===== config.mk =====
export PLATFORM = sky130hd
export DESIGN_NAME = modular_exponentiation
export DESIGN_NICKNAME = d
export VERILOG_FILES = /design/src/design/modexp_pkg.sv /design/src/design/modexp_regs.sv /design/src/design/modexp_mulmod.sv /design/src/design/modular_exponentiation.sv
export SDC_FILE = /design/constraint.sdc
export NUM_CORES = 1
export LEC_CHECK = 0
export ABC_CLOCK_PERIOD_IN_PS = 13710
export BUFFER_PORTS_ARGS = -buffer_cell sky130_fd_sc_hd__buf_4
export CAP_MARGIN = 15
export CELL_PAD_IN_SITES_DETAIL_PLACEMENT = 2
export CELL_PAD_IN_SITES_GLOBAL_PLACEMENT = 2
export CORE_AREA = 3 3 145 175
export DETAILED_ROUTE_END_ITERATION = 10
export DIE_AREA = 0 0 148 178
export PLACE_DENSITY = 0.95
export SETUP_SLACK_MARGIN = 0.2
export SLEW_MARGIN = 10
export SYNTH_ARGS = -nofsm -noshare
export SYNTH_HDL_FRONTEND = slang
export SYNTH_SLANG_ARGS = --single-unit

===== constraint.sdc =====
create_clock -name clk -period 13.71 [get_ports clk]
set_clock_uncertainty 0.15 [all_clocks]
set_input_delay 1.371 -clock clk [delete_from_list [all_inputs] [get_ports clk]]
set_output_delay 1.371 -clock clk [all_outputs]
set_load 0.02 [all_outputs]

===== src/design/modexp_pkg.sv =====
// Shared constants for the modular exponentiation block.
package modexp_pkg;

	// Configuration port geometry
	localparam int CFG_ADDR_W = 3;
	localparam int CFG_DATA_W = 32;

	// Register indexes, selected by paddr[2]
	localparam logic REG_EXPONENT = 1'b0;
	localparam logic REG_MODULUS  = 1'b1;

	// Register reset values before truncation to the value width
	localparam logic [CFG_DATA_W-1:0] EXPONENT_RESET = 32'd1;
	localparam logic [CFG_DATA_W-1:0] MODULUS_RESET  = 32'd65535;

endpackage


===== src/design/modexp_regs.sv =====
// Key registers (exponent, modulus) behind the APB-style configuration port.
module modexp_regs #(
	parameter int W = 16
) (
	input  logic                                 clk,
	input  logic                                 arst_n,
	input  logic                                 psel,
	input  logic                                 penable,
	input  logic                                 pwrite,
	input  logic [modexp_pkg::CFG_ADDR_W-1:0]    paddr,
	input  logic [modexp_pkg::CFG_DATA_W-1:0]    pwdata,
	output logic [modexp_pkg::CFG_DATA_W-1:0]    prdata,
	output logic                                 pready,
	output logic [W-1:0]                         exponent,
	output logic [W-1:0]                         modulus
);

	logic [W-1:0] exponent_q;
	logic [W-1:0] modulus_q;
	logic         wr_en;

	assign pready = 1'b1;
	assign wr_en  = psel && penable && pwrite;

	always_ff @(posedge clk or negedge arst_n) begin
		if (!arst_n) begin
			exponent_q <= modexp_pkg::EXPONENT_RESET[W-1:0];
			modulus_q  <= modexp_pkg::MODULUS_RESET[W-1:0];
		end else if (wr_en) begin
			unique case (paddr[2])
				modexp_pkg::REG_EXPONENT: exponent_q <= pwdata[W-1:0];
				modexp_pkg::REG_MODULUS:  modulus_q  <= pwdata[W-1:0];
				default: ;
			endcase
		end
	end

	always_comb begin
		unique case (paddr[2])
			modexp_pkg::REG_EXPONENT: prdata = modexp_pkg::CFG_DATA_W'(exponent_q);
			modexp_pkg::REG_MODULUS:  prdata = modexp_pkg::CFG_DATA_W'(modulus_q);
			default:                  prdata = '0;
		endcase
	end

	assign exponent = exponent_q;
	assign modulus  = modulus_q;

endmodule


===== src/design/modexp_mulmod.sv =====
// Bit-serial modular multiplier: r = a * b mod m, one bit of b per cycle, MSB first.
module modexp_mulmod #(
	parameter int W = 16
) (
	input  logic         clk,
	input  logic         arst_n,
	input  logic         start,
	input  logic [W-1:0] a,
	input  logic [W-1:0] b,
	input  logic [W-1:0] m,
	output logic         busy,
	output logic         done,
	output logic [W-1:0] r
);

	localparam int CW = $clog2(W);

	logic [W-1:0]  r_q;
	logic [W-1:0]  b_q;
	logic [CW-1:0] cnt_q;
	logic          busy_q;
	logic          done_q;

	logic [W+1:0]  sum;
	logic [W+1:0]  m1;
	logic [W+1:0]  m2;
	logic [W+1:0]  d1;
	logic [W+1:0]  d2;
	logic [W-1:0]  r_next;

	// a must be below m, so 2r + a stays below 3m; at most two subtractions of m
	always_comb begin
		sum = {1'b0, r_q, 1'b0} + (b_q[W-1] ? {2'b00, a} : '0);
		m1  = {2'b00, m};
		m2  = {1'b0, m, 1'b0};
		d1  = sum - m1;
		d2  = sum - m2;
		priority if (sum >= m2) begin
			r_next = d2[W-1:0];
		end else if (sum >= m1) begin
			r_next = d1[W-1:0];
		end else begin
			r_next = sum[W-1:0];
		end
	end

	always_ff @(posedge clk or negedge arst_n) begin
		if (!arst_n) begin
			r_q    <= '0;
			b_q    <= '0;
			cnt_q  <= '0;
			busy_q <= 1'b0;
			done_q <= 1'b0;
		end else begin
			done_q <= 1'b0;
			if (start) begin
				r_q    <= '0;
				b_q    <= b;
				cnt_q  <= '0;
				busy_q <= 1'b1;
			end else if (busy_q) begin
				r_q   <= r_next;
				b_q   <= {b_q[W-2:0], 1'b0};
				cnt_q <= cnt_q + 1'b1;
				if (cnt_q == CW'(W - 1)) begin
					busy_q <= 1'b0;
					done_q <= 1'b1;
				end
			end
		end
	end

	assign busy = busy_q;
	assign done = done_q;
	assign r    = r_q;

endmodule


===== src/design/modular_exponentiation.sv =====
// Modular exponentiation top level: square-and-multiply sequencer over a shared multiplier.
//
// Usage:
//   Write the exponent (byte address 0) and the modulus (byte address 4) on the APB
//   port while the block is idle. Each word accepted on s_tdata is reduced mod modulus
//   and raised to the exponent; the result appears on m_tdata.
//   An item takes one reduction plus VALUE_WIDTH squarings plus one multiplication per
//   set exponent bit. A modulus below 2 gives 0 without any multiplication.
//   The multiplier unit sets the rate: one item is in work at a time and s_tready
//   stays low until it is done.
//   The result is held in an output register; the next word is accepted while it
//   waits, and a stalled receiver blocks the block only when a second result is ready.
//   Reset clears the key registers to exponent 1, modulus 65535 (truncated to width)
//   and drops any item in work or result waiting.
module modular_exponentiation #(
	parameter int VALUE_WIDTH = 16,
	localparam int DATA_W = ((VALUE_WIDTH + 7) / 8) * 8
) (
	input  logic                                 clk,
	input  logic                                 arst_n,
	// configuration
	input  logic                                 psel,
	input  logic                                 penable,
	input  logic                                 pwrite,
	input  logic [modexp_pkg::CFG_ADDR_W-1:0]    paddr,
	input  logic [modexp_pkg::CFG_DATA_W-1:0]    pwdata,
	output logic [modexp_pkg::CFG_DATA_W-1:0]    prdata,
	output logic                                 pready,
	// input words
	input  logic                                 s_tvalid,
	output logic                                 s_tready,
	input  logic [DATA_W-1:0]                    s_tdata,  // message_value, zero pad
	// result words
	output logic                                 m_tvalid,
	input  logic                                 m_tready,
	output logic [DATA_W-1:0]                    m_tdata   // power_result, zero pad
);

	localparam int BW = $clog2(VALUE_WIDTH);

	typedef enum logic [2:0] {
		ST_IDLE,
		ST_REDUCE,
		ST_SQUARE,
		ST_MULT,
		ST_FINISH
	} state_t;

	state_t                 state_q;
	logic [VALUE_WIDTH-1:0] base_q;
	logic [VALUE_WIDTH-1:0] acc_q;
	logic [VALUE_WIDTH-1:0] exp_q;
	logic [BW-1:0]          bit_q;
	logic                   start_q;
	logic                   m_tvalid_q;
	logic [VALUE_WIDTH-1:0] out_q;

	logic [VALUE_WIDTH-1:0] exponent;
	logic [VALUE_WIDTH-1:0] modulus;
	logic [VALUE_WIDTH-1:0] mm_a;
	logic [VALUE_WIDTH-1:0] mm_b;
	logic [VALUE_WIDTH-1:0] mm_r;
	logic                   mm_busy;
	logic                   mm_done;
	logic                   last_bit;

	modexp_regs #(
		.W (VALUE_WIDTH)
	) u_regs (
		.clk      (clk),
		.arst_n   (arst_n),
		.psel     (psel),
		.penable  (penable),
		.pwrite   (pwrite),
		.paddr    (paddr),
		.pwdata   (pwdata),
		.prdata   (prdata),
		.pready   (pready),
		.exponent (exponent),
		.modulus  (modulus)
	);

	// Operand select by step: reduce base as 1 * msg, square acc, multiply acc by base
	always_comb begin
		unique case (state_q)
			ST_REDUCE: begin
				mm_a = VALUE_WIDTH'(1);
				mm_b = base_q;
			end
			ST_MULT: begin
				mm_a = base_q;
				mm_b = acc_q;
			end
			default: begin
				mm_a = acc_q;
				mm_b = acc_q;
			end
		endcase
	end

	modexp_mulmod #(
		.W (VALUE_WIDTH)
	) u_mulmod (
		.clk    (clk),
		.arst_n (arst_n),
		.start  (start_q),
		.a      (mm_a),
		.b      (mm_b),
		.m      (modulus),
		.busy   (mm_busy),
		.done   (mm_done),
		.r      (mm_r)
	);

	assign last_bit = (bit_q == BW'(VALUE_WIDTH - 1));

	always_ff @(posedge clk or negedge arst_n) begin
		if (!arst_n) begin
			state_q    <= ST_IDLE;
			base_q     <= '0;
			acc_q      <= '0;
			exp_q      <= '0;
			bit_q      <= '0;
			start_q    <= 1'b0;
			m_tvalid_q <= 1'b0;
			out_q      <= '0;
		end else begin
			start_q <= 1'b0;
			if (m_tvalid_q && m_tready && state_q != ST_FINISH) begin
				m_tvalid_q <= 1'b0;
			end
			unique case (state_q)
				ST_IDLE: begin
					if (s_tvalid) begin
						base_q <= s_tdata[VALUE_WIDTH-1:0];
						if (modulus < VALUE_WIDTH'(2)) begin
							acc_q   <= '0;
							state_q <= ST_FINISH;
						end else begin
							start_q <= 1'b1;
							state_q <= ST_REDUCE;
						end
					end
				end
				ST_REDUCE: begin
					if (mm_done) begin
						base_q  <= mm_r;
						acc_q   <= VALUE_WIDTH'(1);
						exp_q   <= exponent;
						bit_q   <= '0;
						start_q <= 1'b1;
						state_q <= ST_SQUARE;
					end
				end
				ST_SQUARE: begin
					if (mm_done) begin
						acc_q <= mm_r;
						if (exp_q[VALUE_WIDTH-1]) begin
							start_q <= 1'b1;
							state_q <= ST_MULT;
						end else if (last_bit) begin
							state_q <= ST_FINISH;
						end else begin
							exp_q   <= {exp_q[VALUE_WIDTH-2:0], 1'b0};
							bit_q   <= bit_q + 1'b1;
							start_q <= 1'b1;
						end
					end
				end
				ST_MULT: begin
					if (mm_done) begin
						acc_q <= mm_r;
						if (last_bit) begin
							state_q <= ST_FINISH;
						end else begin
							exp_q   <= {exp_q[VALUE_WIDTH-2:0], 1'b0};
							bit_q   <= bit_q + 1'b1;
							start_q <= 1'b1;
							state_q <= ST_SQUARE;
						end
					end
				end
				ST_FINISH: begin
					// hand over once the output register is free or being drained
					if (!m_tvalid_q || m_tready) begin
						out_q      <= acc_q;
						m_tvalid_q <= 1'b1;
						state_q    <= ST_IDLE;
					end
				end
				default: state_q <= ST_IDLE;
			endcase
		end
	end

	assign s_tready = (state_q == ST_IDLE);
	assign m_tvalid = m_tvalid_q;
	assign m_tdata  = DATA_W'(out_q);

`ifndef SYNTHESIS
	a_start_idle_unit: assert property (@(posedge clk) disable iff (!arst_n)
		start_q |-> !mm_busy)
		else $error("multiplier started while busy");

	a_done_in_step: assert property (@(posedge clk) disable iff (!arst_n)
		mm_done |-> (state_q == ST_REDUCE || state_q == ST_SQUARE || state_q == ST_MULT))
		else $error("multiplier result outside a multiply step");

	a_acc_reduced: assert property (@(posedge clk) disable iff (!arst_n)
		(state_q == ST_SQUARE || state_q == ST_MULT) && modulus >= VALUE_WIDTH'(2)
		|-> acc_q < modulus)
		else $error("accumulator not reduced");

	a_base_reduced: assert property (@(posedge clk) disable iff (!arst_n)
		start_q && state_q == ST_MULT |-> base_q < modulus)
		else $error("base not reduced before multiply");

	a_result_reduced: assert property (@(posedge clk) disable iff (!arst_n)
		m_tvalid_q && modulus >= VALUE_WIDTH'(2) |-> out_q < modulus)
		else $error("result not below modulus");
`endif

endmodule


==> flow_summary_export.csv <==
group,metric,value,unit
global_route,grt_pass1_vias,9944,
placed_design,pre_cts_slack,6.92,ns
setup_path,worstSetupPathType,"reg2reg",
global_route,grt_max_degree,81,
sta,setup-violations-final,0,
sta,maxSlewViolCount,0,
routing,first_iter_violations,528,
routing,vias_per_cell,6.23,
finish,antenna_cells,0,
global_route,grt_usage,29.3,%
logic_synthesis,synthArstFlopShare,100,%
worst_hold_path,hold_depth,1,
cts,cts_tree,"yes",
placed_design,dp_hpwl,24100,µm
logic_synthesis,synthAdderAreaFrac,7.11,%
setup_path,crit_path_start_kind,"flop",
routing,drcViolationCount,0,
sta,worst_slack,6.45,ns
finish,mostFrequentLayoutCells,"126 x dfrtp_1, 111 x nand2_1, 84 x buf_4, 75 x o21ai_0, 67 x mux2_2",
worst_hold_path,min_path_type,"reg2reg",
cts,clkTransAtPathRegs,0.07,ns
setup_path,r2r_start,"state_q[2]$_DFFE_PN0P_",
logic_synthesis,synth_cell_type_count,74,
setup_path,cp_slowest_cell,"o311ai_0",
sta,totalNegativeSetupSlack,0,ns
worst_hold_path,whs_endpoint,"m_tdata[5]$_DFFE_PN0P_",
finish,multi_input_comb_area,5480,µm²
cts,cts_resized,0,
setup_path,ff2ff_setup_slack,6.45,ns
sta,fin_crit_sh,53.0,%
die,die_w,148,µm
cts,cts-root-buf,"clkbuf_16",
worst_hold_path,min_from,"m_tdata[5]$_DFFE_PN0P_",
die,start_util,39.6,%
setup_path,r2r_end,"u_mulmod.r[11]$_DFFE_PN0P_",
die,die_area,26300,µm²
setup_path,crit_chain,"nand2b_1 -> nand2_1 -> a21boi_0 -> ha_1 -> a211oi_1 -> o21ai_1 -> nand4_1 -> a21boi_0 -> o311ai_0 -> ha_1 -> nand3_1 -> nor4_1 -> o21ai_0 -> o211a_1 -> o311a_1 -> nand2_1 -> mux2i_1 -> o221ai_1",
logic_synthesis,yosys.area_share.xor_xnor,2.77,%
setup_path,worstSetupEndpointType,"flop",
sta,rsz0062_at_grt,"false",
setup_path,required,13.85,ns
power,power.density,240,nW/µm²
setup_path,max_stage_delay,1.03,ns
global_route,globalRouteOverflowTotal,0,
logic_synthesis,synthCells,1013,
finish,num-fill-cells,2579,
logic_synthesis,synth-compound-area-share,20.3,%
logic_synthesis,synth.area.top_cells,"dfrtp_1 33%, mux2_2 8.0%, ha_1 6.5%, dfstp_2 4.7%, nand2_1 4.4%",
logic_synthesis,seq_area_frac_synth,38.0,%
global_route,antenna_found_initial,0,
setup_path,crit_fanout,16,
logic_synthesis,yosys_warnings,0,
cts,cts_buffers,17,
logic_synthesis,synth-edff-count,0,
setup_path,r2r_cells,18,
routing,vias,8696,
finish,regArea,3600,µm²
sta,worstMarginPinSlew,1.18,ns
finish,final_nets,1172,
finish,drive_above_1_share,21.1,%
cts,post_cts_buffers,0,
finish,final_common_cell,"dfrtp_1",
sta,final.min_clock_period,7.26,ns
cts,insertion_delay,0.46,ns
logic_synthesis,yosys.area_share.simple,15.3,%
sta,hold_viol_final,0,
routing,routed_wl,38100,µm
finish,area_growth,14.5,%
routing,postRouteAntennaNets,0,
placed_design,portBuffers,73,
placed_design,gp_congestion,0.915,
routing,routedWlPerCell,27.3,µm
routing,dr.pass1.iters,5,
die,die_h,178,µm
logic_synthesis,synth_largest_area_cell,"dfrtp_1",
die,coreArea,23900,µm²
logic_synthesis,syn_area_per_cell,9.35,µm²
power,leakagePower,4.91,nW
power,irDropWorstVdd,121,µV
logic_synthesis,yosys.area.top_type_share,33.3,%
sta,clock.fmax,138,MHz
global_route,grt_pass1_wl,60100,µm
sta,relSlewSlack,20.7,%
setup_path,cp.arrival,7.40,ns
cts,clockBufferDepth,2,
cts,h-tree-depth,4,
die,rows,62,
logic_synthesis,synth.area.mux_share,11.6,%
run_status,outcome,"completed",
cts,cts.sink_count,143,
die,ios,109,
job,drv_cap,0,
logic_synthesis,ys_seq_elements,143,
logic_synthesis,synth_area,9470,µm²
cts,holdBufCountCts,0,
logic_synthesis,synth_top_family_by_area,"compound AO/OA/AOI/OAI gates",
logic_synthesis,synth-main-ff-cell,"dfrtp_1",
==> metal layers <==
| metal | GRT usage, % | vias up | routed length [µm] |
|---|---|---|---|
| met3 | 4.52 | 116 | 1440 |
| met1 | 32.9 | 4529 | 14800 |
| met4 | 14.1 | 0 | 1690 |
| met5 | 0 | - | 0 |
| met2 | 54.0 | 320 | 20200 |
| li1 | - | 3731 | - |
==> cell families after synthesis <==
kind of cell	Yosys count
AO/OA/AOI/OAI	288
multiplexers	101
AND/OR/NAND/NOR	296
other	2
adder cells (fa/ha/maj)	52
flip-flops	143
buffers and inverters	101
XOR/XNOR	30
==> layout make-up <==
cell class / instances / area share, %
timing repair buffer: 85 / 5.92
clock buffer: 17 / 3.92
inverter: 31 / 1.07
clock inverter: 15 / 1.65
multi-input combinational: 784 / 50.5
tap: 320 / 3.69
sequential: 143 / 33.2
==> cell usage after synthesis, types with 18 or more instances <==
library cell / n
mux2_2: 67
nor2_1: 39
mux2i_1: 34
nor2b_1: 27
clkbuf_1: 40
a21boi_0: 19
a22oi_1: 18
dfrtp_1: 126
a211oi_1: 20
xnor2_1: 21
ha_1: 49
nand2_1: 111
o21ai_0: 75
a21oi_1: 57
inv_1: 30
nand3_1: 46
==> how the worst max path moves through the flow <==
| stage | from | to | cells past startpoint |
|---|---|---|---|
| after floorplan | state_q[1]$_DFFE_PN0P_ | u_mulmod.r[11]$_DFFE_PN0P_ | 21 |
| after global placement | state_q[2]$_DFFE_PN0P_ | u_mulmod.r[11]$_DFFE_PN0P_ | 18 |
| after detailed placement | state_q[2]$_DFFE_PN0P_ | u_mulmod.r[11]$_DFFE_PN0P_ | 18 |
| after CTS | state_q[2]$_DFFE_PN0P_ | u_mulmod.r[1]$_DFFE_PN0P_ | 18 |
| after global routing | state_q[2]$_DFFE_PN0P_ | u_mulmod.r[11]$_DFFE_PN0P_ | 18 |
| final | state_q[2]$_DFFE_PN0P_ | u_mulmod.r[11]$_DFFE_PN0P_ | 18 |
==> flip-flops by register name, indices dropped and copies added (netlist names), 3 cells and up <==
register / flops
bit_q: 4
u_regs.exponent: 16
u_mulmod.r: 16
base_q: 16
m_tdata: 16
exp_q: 16
u_mulmod.b_q: 16
u_mulmod.cnt_q: 4
state_q: 3
acc_q: 16
u_regs.modulus: 16
==> where the power goes <==
part / leakage, nW / internal [W] / total, W / switching (W)
clock: 0.287 / 0.000274 / 0.000504 / 0.000229
combinational: 2.81 / 0.000529 / 0.00142 / 0.000888
sequential: 1.82 / 0.000540 / 0.000677 / 0.000137
total: 4.91 / 0.00134 / 0.00260 / 0.00125
==> through the flow <==
step | area (µm²) | cells | hold slack (ns) | total power, W | util (%)
after floorplan | 9530 | 1028 | 0.294 | 0.00156 | -
after global placement | 10200 | 1363 | 0.314 | 0.00185 | 42.8
after detailed placement | 10200 | 1363 | 0.341 | 0.00197 | 42.8
after CTS | 10800 | 1395 | 0.364 | 0.00257 | 45.4
after global routing | 10800 | 1395 | 0.386 | 0.00272 | 45.4
final | 10800 | 1395 | 0.365 | 0.00260 | 45.4
==> critical path, delay by kind of cell, from the launching register on <==
kind | cells | cell delay [ns]
DFF | 1 | 0.68
adders and majority gates | 2 | 0.81
muxes | 1 | 0.38
and+or+nand+nor | 6 | 1.75
AOI/OAI and AO/OA | 9 | 3.31
(Power assumes the default switching activity.)
